## src/hdl/assert_macros.svh

```systemverilog
// Assertion helpers for the RTL files; the core file includes them.
`ifndef ASSERT_MACROS_SVH
`define ASSERT_MACROS_SVH

// Checks prop at every rising clock edge outside of reset.
`define ASSERT_CLK(label, clk, rst, prop, msg) \
   label: assert property (@(posedge clk) disable iff (rst) prop) else $error(msg);

// Checks that cond at one edge implies prop at the next edge.
`define ASSERT_NEXT(label, clk, rst, cond, prop, msg) \
   label: assert property (@(posedge clk) disable iff (rst) (cond) |=> (prop)) \
      else $error(msg);

`endif

```

## src/hdl/xfv_pkg.sv

```systemverilog
package xfv_pkg;

   // Reset values of the configuration registers.
   localparam logic [7:0] HEADER_FIRST_RESET   = 8'hAA;
   localparam logic [7:0] HEADER_SECOND_RESET  = 8'h55;
   localparam logic [7:0] TRAILER_FIRST_RESET  = 8'h55;
   localparam logic [7:0] TRAILER_SECOND_RESET = 8'hAA;

   // Configuration register indexes.
   localparam logic [1:0] REG_HEADER_FIRST   = 2'd0;
   localparam logic [1:0] REG_HEADER_SECOND  = 2'd1;
   localparam logic [1:0] REG_TRAILER_FIRST  = 2'd2;
   localparam logic [1:0] REG_TRAILER_SECOND = 2'd3;

   typedef enum logic [2:0] {
      PH_IDLE,
      PH_HDR2,
      PH_LEN,
      PH_DATA,
      PH_CHECK,
      PH_TRL1,
      PH_TRL2
   } phase_type;

   typedef enum logic [1:0] {
      ST_VALID        = 2'd0,
      ST_HEADER_ERR   = 2'd1,
      ST_TRAILER_ERR  = 2'd2,
      ST_PARITY_ERR   = 2'd3
   } status_type;

   // Expected framing bytes.
   typedef struct packed {
      logic [7:0] header_first;
      logic [7:0] header_second;
      logic [7:0] trailer_first;
      logic [7:0] trailer_second;
   } cfg_type;

   // One frame status item.
   typedef struct packed {
      status_type status;
      logic [7:0] data_length;
   } rsp_type;

endpackage

```

## src/hdl/xfv_frame_fsm.sv

```systemverilog
module xfv_frame_fsm (
   input  logic             clock,
   input  logic             reset,
   input  logic             step,
   input  logic [7:0]       item_byte,
   input  logic             item_start,
   input  xfv_pkg::cfg_type cfg,
   output logic             res_valid,
   output xfv_pkg::rsp_type res
);

   xfv_pkg::phase_type phase_ff, phase_in;
   logic [7:0] length_seen_ff, length_seen_in;
   logic [7:0] bytes_left_ff, bytes_left_in;
   logic [7:0] parity_ff, parity_in;
   logic       parity_bad_ff, parity_bad_in;
   logic       trailer_bad_ff, trailer_bad_in;
   logic       trailer_bad_now;

   // Frame state registers.
   always_ff @(posedge clock) begin
      if (reset) begin
         phase_ff       <= xfv_pkg::PH_IDLE;
         length_seen_ff <= 8'd0;
         bytes_left_ff  <= 8'd0;
         parity_ff      <= 8'd0;
         parity_bad_ff  <= 1'b0;
         trailer_bad_ff <= 1'b0;
      end else begin
         phase_ff       <= phase_in;
         length_seen_ff <= length_seen_in;
         bytes_left_ff  <= bytes_left_in;
         parity_ff      <= parity_in;
         parity_bad_ff  <= parity_bad_in;
         trailer_bad_ff <= trailer_bad_in;
      end
   end

   assign trailer_bad_now = trailer_bad_ff || (item_byte != cfg.trailer_second);

   // Next state and status for one byte.
   always_comb begin
      phase_in       = phase_ff;
      length_seen_in = length_seen_ff;
      bytes_left_in  = bytes_left_ff;
      parity_in      = parity_ff;
      parity_bad_in  = parity_bad_ff;
      trailer_bad_in = trailer_bad_ff;
      res_valid      = 1'b0;
      res.status     = xfv_pkg::ST_VALID;
      res.data_length = length_seen_ff;
      if (step) begin
         if (item_start) begin
            // A start flag abandons any frame in progress.
            length_seen_in = 8'd0;
            bytes_left_in  = 8'd0;
            parity_in      = 8'd0;
            parity_bad_in  = 1'b0;
            trailer_bad_in = 1'b0;
            if (item_byte != cfg.header_first) begin
               res_valid       = 1'b1;
               res.status      = xfv_pkg::ST_HEADER_ERR;
               res.data_length = 8'd0;
               phase_in        = xfv_pkg::PH_IDLE;
            end else begin
               phase_in = xfv_pkg::PH_HDR2;
            end
         end else begin
            unique case (phase_ff)
               xfv_pkg::PH_HDR2: begin
                  if (item_byte != cfg.header_second) begin
                     res_valid       = 1'b1;
                     res.status      = xfv_pkg::ST_HEADER_ERR;
                     res.data_length = 8'd0;
                     phase_in        = xfv_pkg::PH_IDLE;
                  end else begin
                     phase_in = xfv_pkg::PH_LEN;
                  end
               end
               xfv_pkg::PH_LEN: begin
                  length_seen_in = item_byte;
                  bytes_left_in  = item_byte;
                  parity_in      = item_byte;
                  phase_in = (item_byte == 8'd0) ? xfv_pkg::PH_CHECK : xfv_pkg::PH_DATA;
               end
               xfv_pkg::PH_DATA: begin
                  parity_in     = parity_ff ^ item_byte;
                  bytes_left_in = bytes_left_ff - 8'd1;
                  if (bytes_left_ff == 8'd1) begin
                     phase_in = xfv_pkg::PH_CHECK;
                  end
               end
               xfv_pkg::PH_CHECK: begin
                  parity_bad_in = (item_byte != parity_ff);
                  phase_in      = xfv_pkg::PH_TRL1;
               end
               xfv_pkg::PH_TRL1: begin
                  trailer_bad_in = (item_byte != cfg.trailer_first);
                  phase_in       = xfv_pkg::PH_TRL2;
               end
               xfv_pkg::PH_TRL2: begin
                  // Trailer errors take precedence over parity errors.
                  trailer_bad_in = trailer_bad_now;
                  res_valid      = 1'b1;
                  phase_in       = xfv_pkg::PH_IDLE;
                  if (trailer_bad_now) begin
                     res.status = xfv_pkg::ST_TRAILER_ERR;
                  end else if (parity_bad_ff) begin
                     res.status = xfv_pkg::ST_PARITY_ERR;
                  end else begin
                     res.status = xfv_pkg::ST_VALID;
                  end
               end
               default: begin
                  // Bytes between frames are dropped.
                  phase_in = xfv_pkg::PH_IDLE;
               end
            endcase
         end
      end
   end

endmodule

```

## src/hdl/xfv_rsp_buffer.sv

```systemverilog
module xfv_rsp_buffer (
   input  logic             clock,
   input  logic             reset,
   input  logic             push,
   input  xfv_pkg::rsp_type push_data,
   input  logic             pop,
   output logic             has_space,
   output logic             head_valid,
   output xfv_pkg::rsp_type head
);

   logic [1:0]       count_ff, count_in;
   xfv_pkg::rsp_type entry0_ff, entry0_in;
   xfv_pkg::rsp_type entry1_ff, entry1_in;

   assign has_space  = (count_ff != 2'd2);
   assign head_valid = (count_ff != 2'd0);
   assign head       = entry0_ff;

   // Count is control state; entries hold payload only.
   always_ff @(posedge clock) begin
      if (reset) begin
         count_ff <= 2'd0;
      end else begin
         count_ff <= count_in;
      end
   end

   always_ff @(posedge clock) begin
      entry0_ff <= entry0_in;
      entry1_ff <= entry1_in;
   end

   // Two-entry queue, head in entry 0.
   always_comb begin
      count_in  = count_ff;
      entry0_in = entry0_ff;
      entry1_in = entry1_ff;
      if (push && pop) begin
         entry0_in = push_data;
      end else if (push) begin
         count_in = count_ff + 2'd1;
         if (count_ff == 2'd0) begin
            entry0_in = push_data;
         end else begin
            entry1_in = push_data;
         end
      end else if (pop) begin
         count_in  = count_ff - 2'd1;
         entry0_in = entry1_ff;
      end
   end

endmodule

```

## src/hdl/xor_frame_validator_core.sv

```systemverilog
// Channel  | Direction | Handshake          | Payload
// req      | in        | req_valid/stall    | req_frame_byte, req_frame_start
// rsp      | out       | rsp_valid/stall    | rsp_status, rsp_data_length
// csr      | in        | csr_write_enable   | csr_index, csr_write_data
//
// One byte item is taken per cycle while req is not stalled; a status passes through the input
// register and the two-entry result queue after the byte that ends the frame.
// Synchronous active-high reset restores the default framing bytes and returns to idle.
// A stall on rsp is absorbed by the two-entry queue; req stalls only when it is full.
`include "assert_macros.svh"

module xor_frame_validator_core (
   input  logic       clock,
   input  logic       reset,
   input  logic       req_valid,
   output logic       req_stall,
   input  logic [7:0] req_frame_byte,
   input  logic       req_frame_start,
   output logic       rsp_valid,
   input  logic       rsp_stall,
   output logic [1:0] rsp_status,
   output logic [7:0] rsp_data_length,
   input  logic       csr_write_enable,
   input  logic [1:0] csr_index,
   input  logic [7:0] csr_write_data
);

   xfv_pkg::cfg_type cfg_ff, cfg_in;
   logic             item_valid_ff, item_valid_in;
   logic [7:0]       item_byte_ff, item_byte_in;
   logic             item_start_ff, item_start_in;
   logic             req_accept;
   logic             advance;
   logic             has_space;
   logic             res_valid;
   xfv_pkg::rsp_type res;
   xfv_pkg::rsp_type head;

   // Configuration registers.
   always_comb begin
      cfg_in = cfg_ff;
      if (csr_write_enable) begin
         unique case (csr_index)
            xfv_pkg::REG_HEADER_FIRST:   cfg_in.header_first   = csr_write_data;
            xfv_pkg::REG_HEADER_SECOND:  cfg_in.header_second  = csr_write_data;
            xfv_pkg::REG_TRAILER_FIRST:  cfg_in.trailer_first  = csr_write_data;
            xfv_pkg::REG_TRAILER_SECOND: cfg_in.trailer_second = csr_write_data;
            default: cfg_in = cfg_ff;
         endcase
      end
   end

   always_ff @(posedge clock) begin
      if (reset) begin
         cfg_ff.header_first   <= xfv_pkg::HEADER_FIRST_RESET;
         cfg_ff.header_second  <= xfv_pkg::HEADER_SECOND_RESET;
         cfg_ff.trailer_first  <= xfv_pkg::TRAILER_FIRST_RESET;
         cfg_ff.trailer_second <= xfv_pkg::TRAILER_SECOND_RESET;
      end else begin
         cfg_ff <= cfg_in;
      end
   end

   // Input register; the held item moves on when the queue has room.
   assign advance    = item_valid_ff && has_space;
   assign req_stall  = item_valid_ff && !has_space;
   assign req_accept = req_valid && !req_stall;

   always_comb begin
      item_valid_in = item_valid_ff;
      item_byte_in  = item_byte_ff;
      item_start_in = item_start_ff;
      if (req_accept) begin
         item_valid_in = 1'b1;
         item_byte_in  = req_frame_byte;
         item_start_in = req_frame_start;
      end else if (advance) begin
         item_valid_in = 1'b0;
      end
   end

   always_ff @(posedge clock) begin
      if (reset) begin
         item_valid_ff <= 1'b0;
      end else begin
         item_valid_ff <= item_valid_in;
      end
   end

   always_ff @(posedge clock) begin
      item_byte_ff  <= item_byte_in;
      item_start_ff <= item_start_in;
   end

   xfv_frame_fsm u_frame_fsm (
      .clock      (clock),
      .reset      (reset),
      .step       (advance),
      .item_byte  (item_byte_ff),
      .item_start (item_start_ff),
      .cfg        (cfg_ff),
      .res_valid  (res_valid),
      .res        (res)
   );

   xfv_rsp_buffer u_rsp_buffer (
      .clock      (clock),
      .reset      (reset),
      .push       (res_valid),
      .push_data  (res),
      .pop        (rsp_valid && !rsp_stall),
      .has_space  (has_space),
      .head_valid (rsp_valid),
      .head       (head)
   );

   assign rsp_status      = head.status;
   assign rsp_data_length = head.data_length;

   // A header error never reports a length.
   `ASSERT_CLK(a_hdr_err_len, clock, reset, (!(rsp_valid && rsp_status == xfv_pkg::ST_HEADER_ERR) || rsp_data_length == 8'd0), "header error with nonzero length")

   // An item blocked in the input register is kept.
   `ASSERT_NEXT(a_item_held, clock, reset, item_valid_ff && !has_space, item_valid_ff, "held item lost")

   // A write to the first header register takes effect on the next cycle.
   `ASSERT_NEXT(a_csr_write, clock, reset, csr_write_enable && csr_index == xfv_pkg::REG_HEADER_FIRST, cfg_ff.header_first == $past(csr_write_data), "header register not written")

endmodule
```

## config.mk

```make
export PLATFORM = sky130hd
export DESIGN_NAME = xor_frame_validator_core
export DESIGN_NICKNAME = d
export VERILOG_FILES = /design/src/hdl/xfv_pkg.sv /design/src/hdl/xfv_frame_fsm.sv /design/src/hdl/xfv_rsp_buffer.sv /design/src/hdl/xor_frame_validator_core.sv
export VERILOG_INCLUDE_DIRS = /design/src /design/src/hdl
export SDC_FILE = /design/constraint.sdc
export NUM_CORES = 1
export LEC_CHECK = 0
export ABC_AREA = 1
export BUFFER_PORTS_ARGS = -buffer_cell sky130_fd_sc_hd__buf_4
export CAP_MARGIN = 15
export CORE_MARGIN = 5
export CORE_UTILIZATION = 50
export DETAILED_ROUTE_END_ITERATION = 7
export HOLD_SLACK_MARGIN = 0.02
export PLACE_DENSITY = 0.68
export SLEW_MARGIN = 10
export SYNTH_ARGS = -nofsm -noshare
export SYNTH_HDL_FRONTEND = slang
export SYNTH_HIERARCHICAL = 1
export SYNTH_SLANG_ARGS = --single-unit
export TNS_END_PERCENT = 30
```

## constraint.sdc

```tcl
create_clock -name clock -period 3.05 [get_ports clock]
set_clock_uncertainty 0.2 [all_clocks]
set_input_delay 0.1525 -clock clock [delete_from_list [all_inputs] [get_ports clock]]
set_output_delay 0.1525 -clock clock [all_outputs]
set_load 0.02 [all_outputs]
```

==> results_dict.tcl, run 1 <==
set metrics [dict create \
    crit_arrival_ps 2580 \
    synth_seq_cells 93 \
    yosysTopAreaCell "dfxtp_1" \
    drcViolationCount 0 \
    detail-route-antenna-nets 0 \
    max_freq_mhz 371 \
    layout-drive-gt1-share 0.120 \
    crit_buf_inv 3 \
    grt_max_degree 34 \
    cts_resized 0 \
    cp-start-kind "flop" \
    setup_ws_ps 355 \
    vias_per_cell 5.04 \
    die-height_um 108 \
    maxCapViolCount 0 \
    grt_pass1_vias 3882 \
    max_stage_delay_ps 570 \
    final.min_clock_period_ps 2700 \
    synth_common_cells "202 x nand2_1, 77 x nor2_1, 64 x dfxtp_1" \
    grt_overflow 0 \
    rows 35 \
    fin_crit_sh 0.884 \
    worstPathRequired_ps 2930 \
    crit_family "simple AND/OR/NAND/NOR gates" \
    maxSlewViolCount 0 \
    worstHoldStart "csr_write_enable" \
    critPathMostFrequentCell "nor2_1" \
    cts_tree "built" \
    peakVddDrop_uv 238 \
    drt_iter0_drc 228 \
    synth_edf_count 29 \
    syn_avg_cell_area_um2 7.43 \
    die_area_um2 11700 \
    ys_async_sr_fraction 0 \
    cellLeakagePower_nw 2.45 \
    num_antenna_cells 0 \
    floorplan.initialDensity 0.517 \
    synthTopCellsByArea "dfxtp_1 27%, edfxtp_1 18%, nand2_1 16%, nor2_1 6.0%, inv_1 4.7%" \
    fillCellCount 884 \
    r2r_cells 13 \
    place.gp.congestion 0.927 \
    h-tree-depth 3 \
    crit_chain "inv_2 -> nor2_1 -> nor2_1 -> nand2_1 -> nor2_1 -> nor2b_2 -> nor2_4 -> nand2_1 -> inv_2 -> ha_1 -> nor3_4 -> nor2_1 -> buf_4" \
    tightest_slew_ps 947 \
    pin_count 36 \
    finalSetupViolCount 0 \
    synth_cell_types 35 \
    cp_slowest_cell "edfxtp_1" \
    vias 4178 \
    multiInputGateArea_um2 2200 \
    hp-class "input port to flop" \
    ff2ff_setup_slack_ps 350 \
    syn_area_um2 4820 \
    yosysWarnings 6 \
    clock_path_buffers 2 \
    endpoint_kind "flop" \
    outcome "complete, no violations" \
    dp_slack_ps 390 \
    wl_per_cell_um 14.3 \
    seq_area_um2 2150 \
    cts_buffers 9 \
    path_clk_slew_ps 100 \
    synth.most_common_cell "nand2_1" \
    hold_violations 0 \
    routed_wl_um 11900 \
    cts_sinks 93 \
    grt_pass1_wl_um 19600 \
    core_um2 9330 \
    grt_usage 0.214 \
    rsz0062_at_grt "no" \
    min_path_cells 3 \
    holdPathEnd "cfg_ff[5]$_SDFFE_PP1P_" \
    die_x_um 108 \
    power_density_nw_per_um2 504 \
    worstSkewPairLatency_ps 370 \
    cts_root_buf "clkbuf_8" \
    slew_headroom 0.368 \
    regToRegStartpoint "item_byte_ff[2]$_DFFE_PP_" \
    firstDrtPassIters 5 \
    port_buffers 35 \
    totalNegativeSetupSlack_ps 0 \
    fin_nets 723 \
    r2r-end "u_rsp_buffer/head[7]$_DFFE_PP_" \
    antenna_found_initial 0 \
    worstSetupPathType "flop to flop" \
    synthFlopType "dfxtp_1" \
    critical_path.max_fanout 15 \
    synth_fp_nets 677 \
    dp_hpwl_um 8920 \
    ys_seq_area_frac 0.446 \
    syn_to_final_growth_pct 14.0 \
    syn_inst 649 \
    synth_top_area_share 0.266 \
]
-- layout by cell type (no fill, tap or decap), types with 9 or more instances in the layout --
master and instances:
dlygate4sd3_1 22, dfxtp_1 64, nand4_1 15, edfxtp_1 29, nand3_1 39, o21ai_0 15, a21oi_1 40, buf_4 40
inv_1 60, clkbuf_8 9, inv_2 12, nand2_1 202, xnor2_1 17, nor2_1 77
-- worst max path at each step --
stage	from	to	slack, ps	cells after the start
final	item_byte_ff[2]$_DFFE_PP_	u_rsp_buffer/head[7]$_DFFE_PP_	350	13
after global routing	item_byte_ff[3]$_DFFE_PP_	u_rsp_buffer/head[8]$_DFFE_PP_	130	12
after CTS	item_byte_ff[2]$_DFFE_PP_	u_rsp_buffer/head[7]$_DFFE_PP_	370	13
after detailed placement	item_byte_ff[2]$_DFFE_PP_	u_rsp_buffer/head[7]$_DFFE_PP_	390	13
after global placement	item_byte_ff[2]$_DFFE_PP_	u_rsp_buffer/head[7]$_DFFE_PP_	450	13
after floorplan	item_start_ff$_DFFE_PP_	u_rsp_buffer/head[0]$_DFFE_PP_	440	11
-- report_power, final --
group          internal, mW  switching [mW]
sequential             1.37          0.0688
combinational         0.207           0.322
clock                 0.350           0.446
total                  1.93           0.837
-- sequential cells by signal, summed over array words and instances, names as in the netlist, 3 cells and up --
| signal | cells |
|---|---|
| u_rsp_buffer/head | 10 |
| cfg_ff | 32 |
| u_frame_fsm/phase_ff | 3 |
| u_frame_fsm/bytes_left_ff | 8 |
| item_byte_ff | 8 |
| u_rsp_buffer/entry1_ff | 10 |
| u_frame_fsm/length_seen_ff | 8 |
| u_frame_fsm/parity_ff | 8 |
-- layout make-up --
class	count	area share
multi-input combinational	456	0.400
sequential	93	0.392
timing repair buffer	62	0.0947
inverter	73	0.0503
tap	129	0.0294
clock buffer	12	0.0285
clock inverter	4	0.00546
-- layer usage --
layer / GRT usage / vias up / wire length [um]
met3: 0.0394 / 13 / 546
met4: 0.0586 / 0 / 156
met2: 0.358 / 97 / 5720
li1: - / 2142 / -
met5: 0 / - / 0
met1: 0.284 / 1926 / 5440
-- what timing repair did --
item | in CTS | in global routing
hold buffers | 22 | 0
endpoints found under the hold margin | 72 | 0
setup buffers | 0 | 0
-- worst register-to-register path, stage by stage, from the launching register on --
cell,delay [ps]
edfxtp_1,570
inv_2,130
nor2_1,110
nor2_1,40
nand2_1,60
nor2_1,40
nor2b_2,170
nor2_4,190
nand2_1,90
inv_2,200
ha_1,280
nor3_4,60
nor2_1,90
buf_4,180
-- logic make-up after synthesis --
logic type	after synthesis	share of synthesized area
fa+ha+maj	4	0.0104
simple gates	352	0.315
xor+xnor	24	0.0436
buf+inv	100	0.0976
compound gates	76	0.0874
flops	93	0.446
-- through the flow --
step / instances / hold slack (ps) / power, mW / cell area [um2] / utilization
after floorplan: 649 / 21.6 / 1.81 / 4820 / -
final: 829 / 34.8 / 2.77 / 5500 / 0.589
after CTS: 829 / 21.8 / 2.79 / 5500 / 0.589
after global placement: 791 / 134 / 1.97 / 5090 / 0.546
after global routing: 829 / 46.3 / 2.90 / 5500 / 0.589
after detailed placement: 791 / 132 / 1.98 / 5090 / 0.546
(Power assumes the default switching activity.)
==> run 2, diff against run 1 <==
Settings changed: BUFFER_PORTS_ARGS -buffer_cell sky130_fd_sc_hd__buf_4 to -buffer_cell sky130_fd_sc_hd__buf_2, MAX_ROUTING_LAYER set to met4.
==> run 2 against run 1 <==
Sequential power about the same. First-iteration DRC count rose by 4.4%. Count of clock-buffer cells in the layout down 2. Maximum frequency shrank 0.53%. Setup slack lost 14 ps. Flip-flop and latch count is the same. Non-clock buffer count is 2 lower. Total power down 3.8%. Highest routed layer unchanged.
==> results_dict.tcl, run 2 (synthesis results as in run 1) <==
set metrics [dict create \
    outcome "complete, no violations" \
    maxCapViolCount 0 \
    regMostFlops "cfg_ff" \
    critPathMostFrequentCell "nor2_1" \
    totalNegativeSetupSlack_ps 0 \
    die_x_um 108 \
    regToRegStartpoint "item_byte_ff[2]$_DFFE_PP_" \
    cts_setup_buffers 0 \
    r2r_cells 13 \
    cts_resized 0 \
    peakVddDrop_uv 269 \
    cts_buffers 9 \
    detail-route-antenna-nets 0 \
    cellLeakagePower_nw 2.40 \
    crit_arrival_ps 2570 \
    cp-start-kind "flop" \
    core_um2 9330 \
    max_freq_mhz 369 \
    power_density_nw_per_um2 496 \
    pin_count 36 \
    crit_chain "inv_2 -> nor2_1 -> nor2_1 -> nand2_1 -> nor2_1 -> nor2b_2 -> nor2_4 -> nand2_1 -> inv_2 -> ha_1 -> nor3_4 -> nor2_1 -> buf_4" \
    layout-drive-gt1-share 0.119 \
    final_cell_mix "202 x nand2_1, 77 x nor2_1, 64 x dfxtp_1, 60 x inv_1, 40 x a21oi_1" \
    cts_root_buf "clkbuf_8" \
    tightest_slew_ps 948 \
    final_core_util 0.576 \
    dp_hpwl_um 8440 \
    finalSetupViolCount 0 \
    worstSkewPairLatency_ps 360 \
    slew_headroom 0.368 \
    postPlaceCellArea_um2 5000 \
    ff2ff_setup_slack_ps 340 \
    drt_iter0_drc 238 \
    firstDrtPassIters 5 \
    cts_tree "built" \
    hold_violations 0 \
    wl_per_cell_um 13.7 \
    max_stage_delay_ps 560 \
    dp_slack_ps 367 \
    worstPathRequired_ps 2910 \
    vias_per_cell 4.98 \
    fin_area_um2 5370 \
    holdPathEnd "u_rsp_buffer/count_ff[0]$_SDFFE_PP0P_" \
    cts_sinks 93 \
    grt_pass1_vias 3800 \
    final_common_cell "nand2_1" \
    die_area_um2 11700 \
    power_mw 2.66 \
    floorplan.initialDensity 0.517 \
    grt_pass1_wl_um 18700 \
    antenna_found_initial 0 \
    grt_overflow 0 \
    rows 35 \
    clock_path_buffers 2 \
    die-height_um 108 \
    grt_usage 0.212 \
    place.gp.congestion 0.925 \
    min_path_cells 3 \
    hp-class "input port to flop" \
    crit_buf_inv 3 \
    worstSetupPathType "flop to flop" \
    routed_wl_um 11400 \
    port_buffers 35 \
    r2r-end "u_rsp_buffer/head[6]$_DFFE_PP_" \
    num_antenna_cells 0 \
    setup_ws_ps 341 \
    maxSlewViolCount 0 \
    crit_family "simple AND/OR/NAND/NOR gates" \
    vias 4122 \
    syn_to_final_growth_pct 11.4 \
    worstHoldStart "reset" \
    rsz0062_at_grt "no" \
    drcViolationCount 0 \
    crit_start "item_byte_ff[2]$_DFFE_PP_" \
    critical_path.max_fanout 15 \
    fin_nets 721 \
    endpoint_kind "flop" \
    grt_max_degree 34 \
    final.min_clock_period_ps 2710 \
    fin_crit_sh 0.888 \
    largest_register_ffs 32 \
    cp_slowest_cell "edfxtp_1" \
    hold_buffers 20 \
    path_clk_slew_ps 100 \
    h-tree-depth 3 \
]
==> run 2: cell count changes in the layout (fill, tap and decap cells not counted), sizes merged <==
cell,change
clkinv,+4
clkbuf,-2
dlygate4sd3,-2
inv,-2
==> run 2: layout make-up <==
type	count	area (um2)
Inverter	73	277
Multi-Input combinational cell	456	2200
Timing Repair Buffer	60	413
Fill cell	916	3960
Clock inverter	6	40.0
Clock buffer	10	128
Sequential cell	93	2150
Tap cell	129	161
==> run 2: how the worst max path moves through the flow <==
stage,to,slack (ps),depth (start not counted)
floorplan,u_rsp_buffer/head[0]$_DFFE_PP_,440,11
global placement,u_rsp_buffer/entry1_ff[8]$_DFFE_PP_,430,12
detailed placement,u_rsp_buffer/head[6]$_DFFE_PP_,370,12
CTS,u_rsp_buffer/head[6]$_DFFE_PP_,350,13
global route,u_rsp_buffer/head[7]$_DFFE_PP_,110,12
finish,u_rsp_buffer/head[6]$_DFFE_PP_,340,13
==> run 2: worst min-delay path: stages <==
cell	delay [ps]
buf_2	90
buf_4	230
nor2_1	120
==> run 2: metal layers <==
layer,share of wire,GRT usage,wire (um)
met4,0.011,0.0523,126
met1,0.46,0.275,5250
met2,0.48,0.345,5440
met3,0.047,0.0382,537
met5,0,-,0
==> run 2: power breakdown <==
group,switching [mW],internal (mW)
logic,0.315,0.175
clock network,0.438,0.294
registers,0.0660,1.37
==> run 2: through the flow <==
stage          instances  hold slack (ps)
6_report             827             69.7
5_1_grt              827             81.3
4_1_cts              827             73.2
3_5_place_dp         791              131
3_3_place_gp         791              133
2_1_floorplan        649             21.6
==> run 3, diff against run 2 <==
Settings changed: ABC_AREA 1 to not set.
==> run 3 against run 2 <==
Worst hold slack worse by 30 ps. Synthesized cell count fell by 27%. Non-clock buffer count grew 9. First-iteration DRC count is 32% lower. Highest routed layer unchanged. Critical path type unchanged. Maximum frequency is 1.7% lower. Via count is 15% lower. Register-to-register slack worse by 50 ps.
==> results_dict.tcl, run 3 <==
set metrics [dict create \
    crit_arrival_ps 2680 \
    vias 3519 \
    dp_hpwl_um 7840 \
    cts_buffers 9 \
    syn_inst 472 \
    cts_tree "built" \
    cts_root_buf "clkbuf_8" \
    synth.most_common_cell "dfxtp_1" \
    routed_wl_um 10700 \
    die_area_um2 11500 \
    slew_headroom 0.305 \
    synth_top_family_by_area "simple AND/OR/NAND/NOR gates" \
    worstSetupPathType "flop to flop" \
    outcome "complete, no violations" \
    cellLeakagePower_nw 2.03 \
    peakVddDrop_uv 282 \
    drt_iter0_drc 162 \
    power_density_nw_per_um2 510 \
    cts_setup_buffers 0 \
    yosysTopAreaCell "dfxtp_1" \
    hold_violations 0 \
    syn_area_um2 4730 \
    synthFlopType "dfxtp_1" \
    layout-drive-gt1-share 0.176 \
    synth_top_area_share 0.271 \
    critical_path.max_fanout 11 \
    regToRegStartpoint "item_byte_ff[3]$_DFFE_PP_" \
    cts_sinks 93 \
    num_antenna_cells 0 \
    syn_avg_cell_area_um2 10.0 \
    hp-class "input port to flop" \
    vias_per_cell 5.36 \
    seq_area_um2 2150 \
    grt_pass1_wl_um 17200 \
    drcViolationCount 0 \
    regMostFlops "cfg_ff" \
    final.min_clock_period_ps 2760 \
    fillCellCount 794 \
    holdWs_ps 39.8 \
    fin_nets 550 \
    synthTopCellsByArea "dfxtp_1 27%, edfxtp_1 18%, mux2i_1 6.8%, nand2b_1 4.6%, nor2_1 4.5%" \
    synth_cell_types 53 \
    maxSlewViolCount 0 \
    yosys.area_share.xor_xnor 0.0855 \
    core_um2 9240 \
    finalSetupViolCount 0 \
    endpoint_kind "flop" \
    firstDrtPassIters 5 \
    fin_crit_sh 0.904 \
    ff2ff_setup_slack_ps 290 \
    ys_async_sr_fraction 0 \
    synth_compound_area_frac 0.124 \
    r2r_cells 9 \
    holdPathEnd "cfg_ff[14]$_SDFFE_PP1P_" \
    clock_path_buffers 2 \
    die_x_um 107 \
    rows 35 \
    place.gp.congestion 0.896 \
    totalNegativeSetupSlack_ps 0 \
    die-height_um 107 \
    synthMuxAreaShare 0.0916 \
    ys_seq_area_frac 0.455 \
    synth_seq_cells 93 \
    syn_to_final_growth_pct 13.8 \
    wl_per_cell_um 16.2 \
    grt_pass1_vias 3350 \
    grt_usage 0.198 \
    cp-start-kind "flop" \
    worstHoldStart "csr_index[1]" \
    crit_start "item_byte_ff[3]$_DFFE_PP_" \
    worstPathRequired_ps 2970 \
    min_path_cells 3 \
    pin_count 36 \
    floorplan.initialDensity 0.512 \
    final_cell_mix "64 x dfxtp_1, 57 x nor2_1, 35 x nand2b_1, 35 x buf_2, 32 x mux2i_1" \
    maxCapViolCount 0 \
    port_buffers 35 \
    synth_fa_ha_area_frac 0.0106 \
    final_common_cell "dfxtp_1" \
    h-tree-depth 3 \
    synth_common_cells "64 x dfxtp_1, 57 x nor2_1, 35 x nand2b_1" \
    synth_edf_count 29 \
    grt_max_degree 61 \
    rsz0062_at_grt "no" \
    tightest_slew_ps 1040 \
    antenna_found_initial 0 \
    max_freq_mhz 363 \
    synth_fp_nets 500 \
    grt_overflow 0 \
    multiInputGateArea_um2 2380 \
    path_clk_slew_ps 100 \
    worstSkewPairLatency_ps 370 \
    yosysWarnings 6 \
    yosys.area_share.simple 0.191 \
    largest_register_ffs 32 \
    detail-route-antenna-nets 0 \
    r2r-end "u_rsp_buffer/head[9]$_DFFE_PP_" \
]
==> run 3: cell types whose count changed in the layout (fill, tap and decap cells not counted), sizes merged, moves of 11 or more <==
cell / delta
nand2: -197
inv: -67
nand3: -37
nand2b: +35
mux2i: +32
nor2: -24
a21oi: -13
xor2: +13
buf: +11
nand4: -11
==> run 3: how the worst max path moves through the flow <==
stage | end | slack, ps
after floorplan | u_rsp_buffer/head[0]$_DFFE_PP_ | 260
after global placement | u_rsp_buffer/head[7]$_DFFE_PP_ | 220
after detailed placement | u_rsp_buffer/head[3]$_DFFE_PP_ | 160
after CTS | u_rsp_buffer/head[9]$_DFFE_PP_ | 140
after global routing | u_rsp_buffer/head[9]$_DFFE_PP_ | 150
final | u_rsp_buffer/head[9]$_DFFE_PP_ | 290
==> run 3: critical path: stages (launching register included) <==
cell	delay (ps)
edfxtp_1	410
xor2_1	180
nor4_2	420
a31oi_2	180
nor2_1	150
a21oi_1	120
ha_1	220
and3b_4	400
nor2_2	60
buf_4	180
==> run 3: cell families (layout without fill, tap and decap cells) <==
| logic type | count (synthesis) | after routing |
|---|---|---|
| simple gates | 165 | 165 |
| mux | 42 | 42 |
| xor+xnor | 41 | 41 |
| flops | 93 | 93 |
| compound gates | 93 | 93 |
| fa+ha+maj | 4 | 4 |
| buf+inv | 34 | 89 |
==> run 3: per-layer routing <==
layer  global-route usage  vias to the layer above  wire length [um]
met5                    -                        -                 0
met4               0.0621                        0               157
met3               0.0355                       13               377
met2                0.309                       70              5140
met1                0.263                     1688              4980
li1                     -                     1748                 -
==> run 3: metrics by stage <==
stage               power [mW]  worst slack (ps)  std cells  cell area, um2  utilization
CTS                       2.77               141        656            5380        0.582
global placement          1.95               220        622            5000        0.541
floorplan                 1.81               265        472            4730            -
global route              2.86               151        656            5380        0.582
finish                    2.74               293        656            5380        0.582
detailed placement        1.96               164        622            5000        0.541
==> run 3: report_power, final <==
part	total [mW]	switching [mW]	internal, mW	leakage, nW
clock	0.795	0.479	0.316	0.0947
combinational	0.523	0.301	0.221	1.14
sequential	1.43	0.0499	1.38	0.795
total	2.74	0.830	1.91	2.03
==> run 3: final cells by class <==
class                           count  share of cell area
Clock buffer                        9              0.0230
Timing Repair Buffer               69              0.0884
Sequential cell                    93               0.400
Tap cell                          129              0.0300
Inverter                            4             0.00279
Clock inverter                      7              0.0130
Multi-Input combinational cell    345               0.443
==> run 3: timing repair <==
action | CTS | global route
resized for setup | 0 | 1
endpoints found under the hold margin | 42 | 0
endpoints found under the setup margin | 0 | 10
hold buffers | 18 | 0
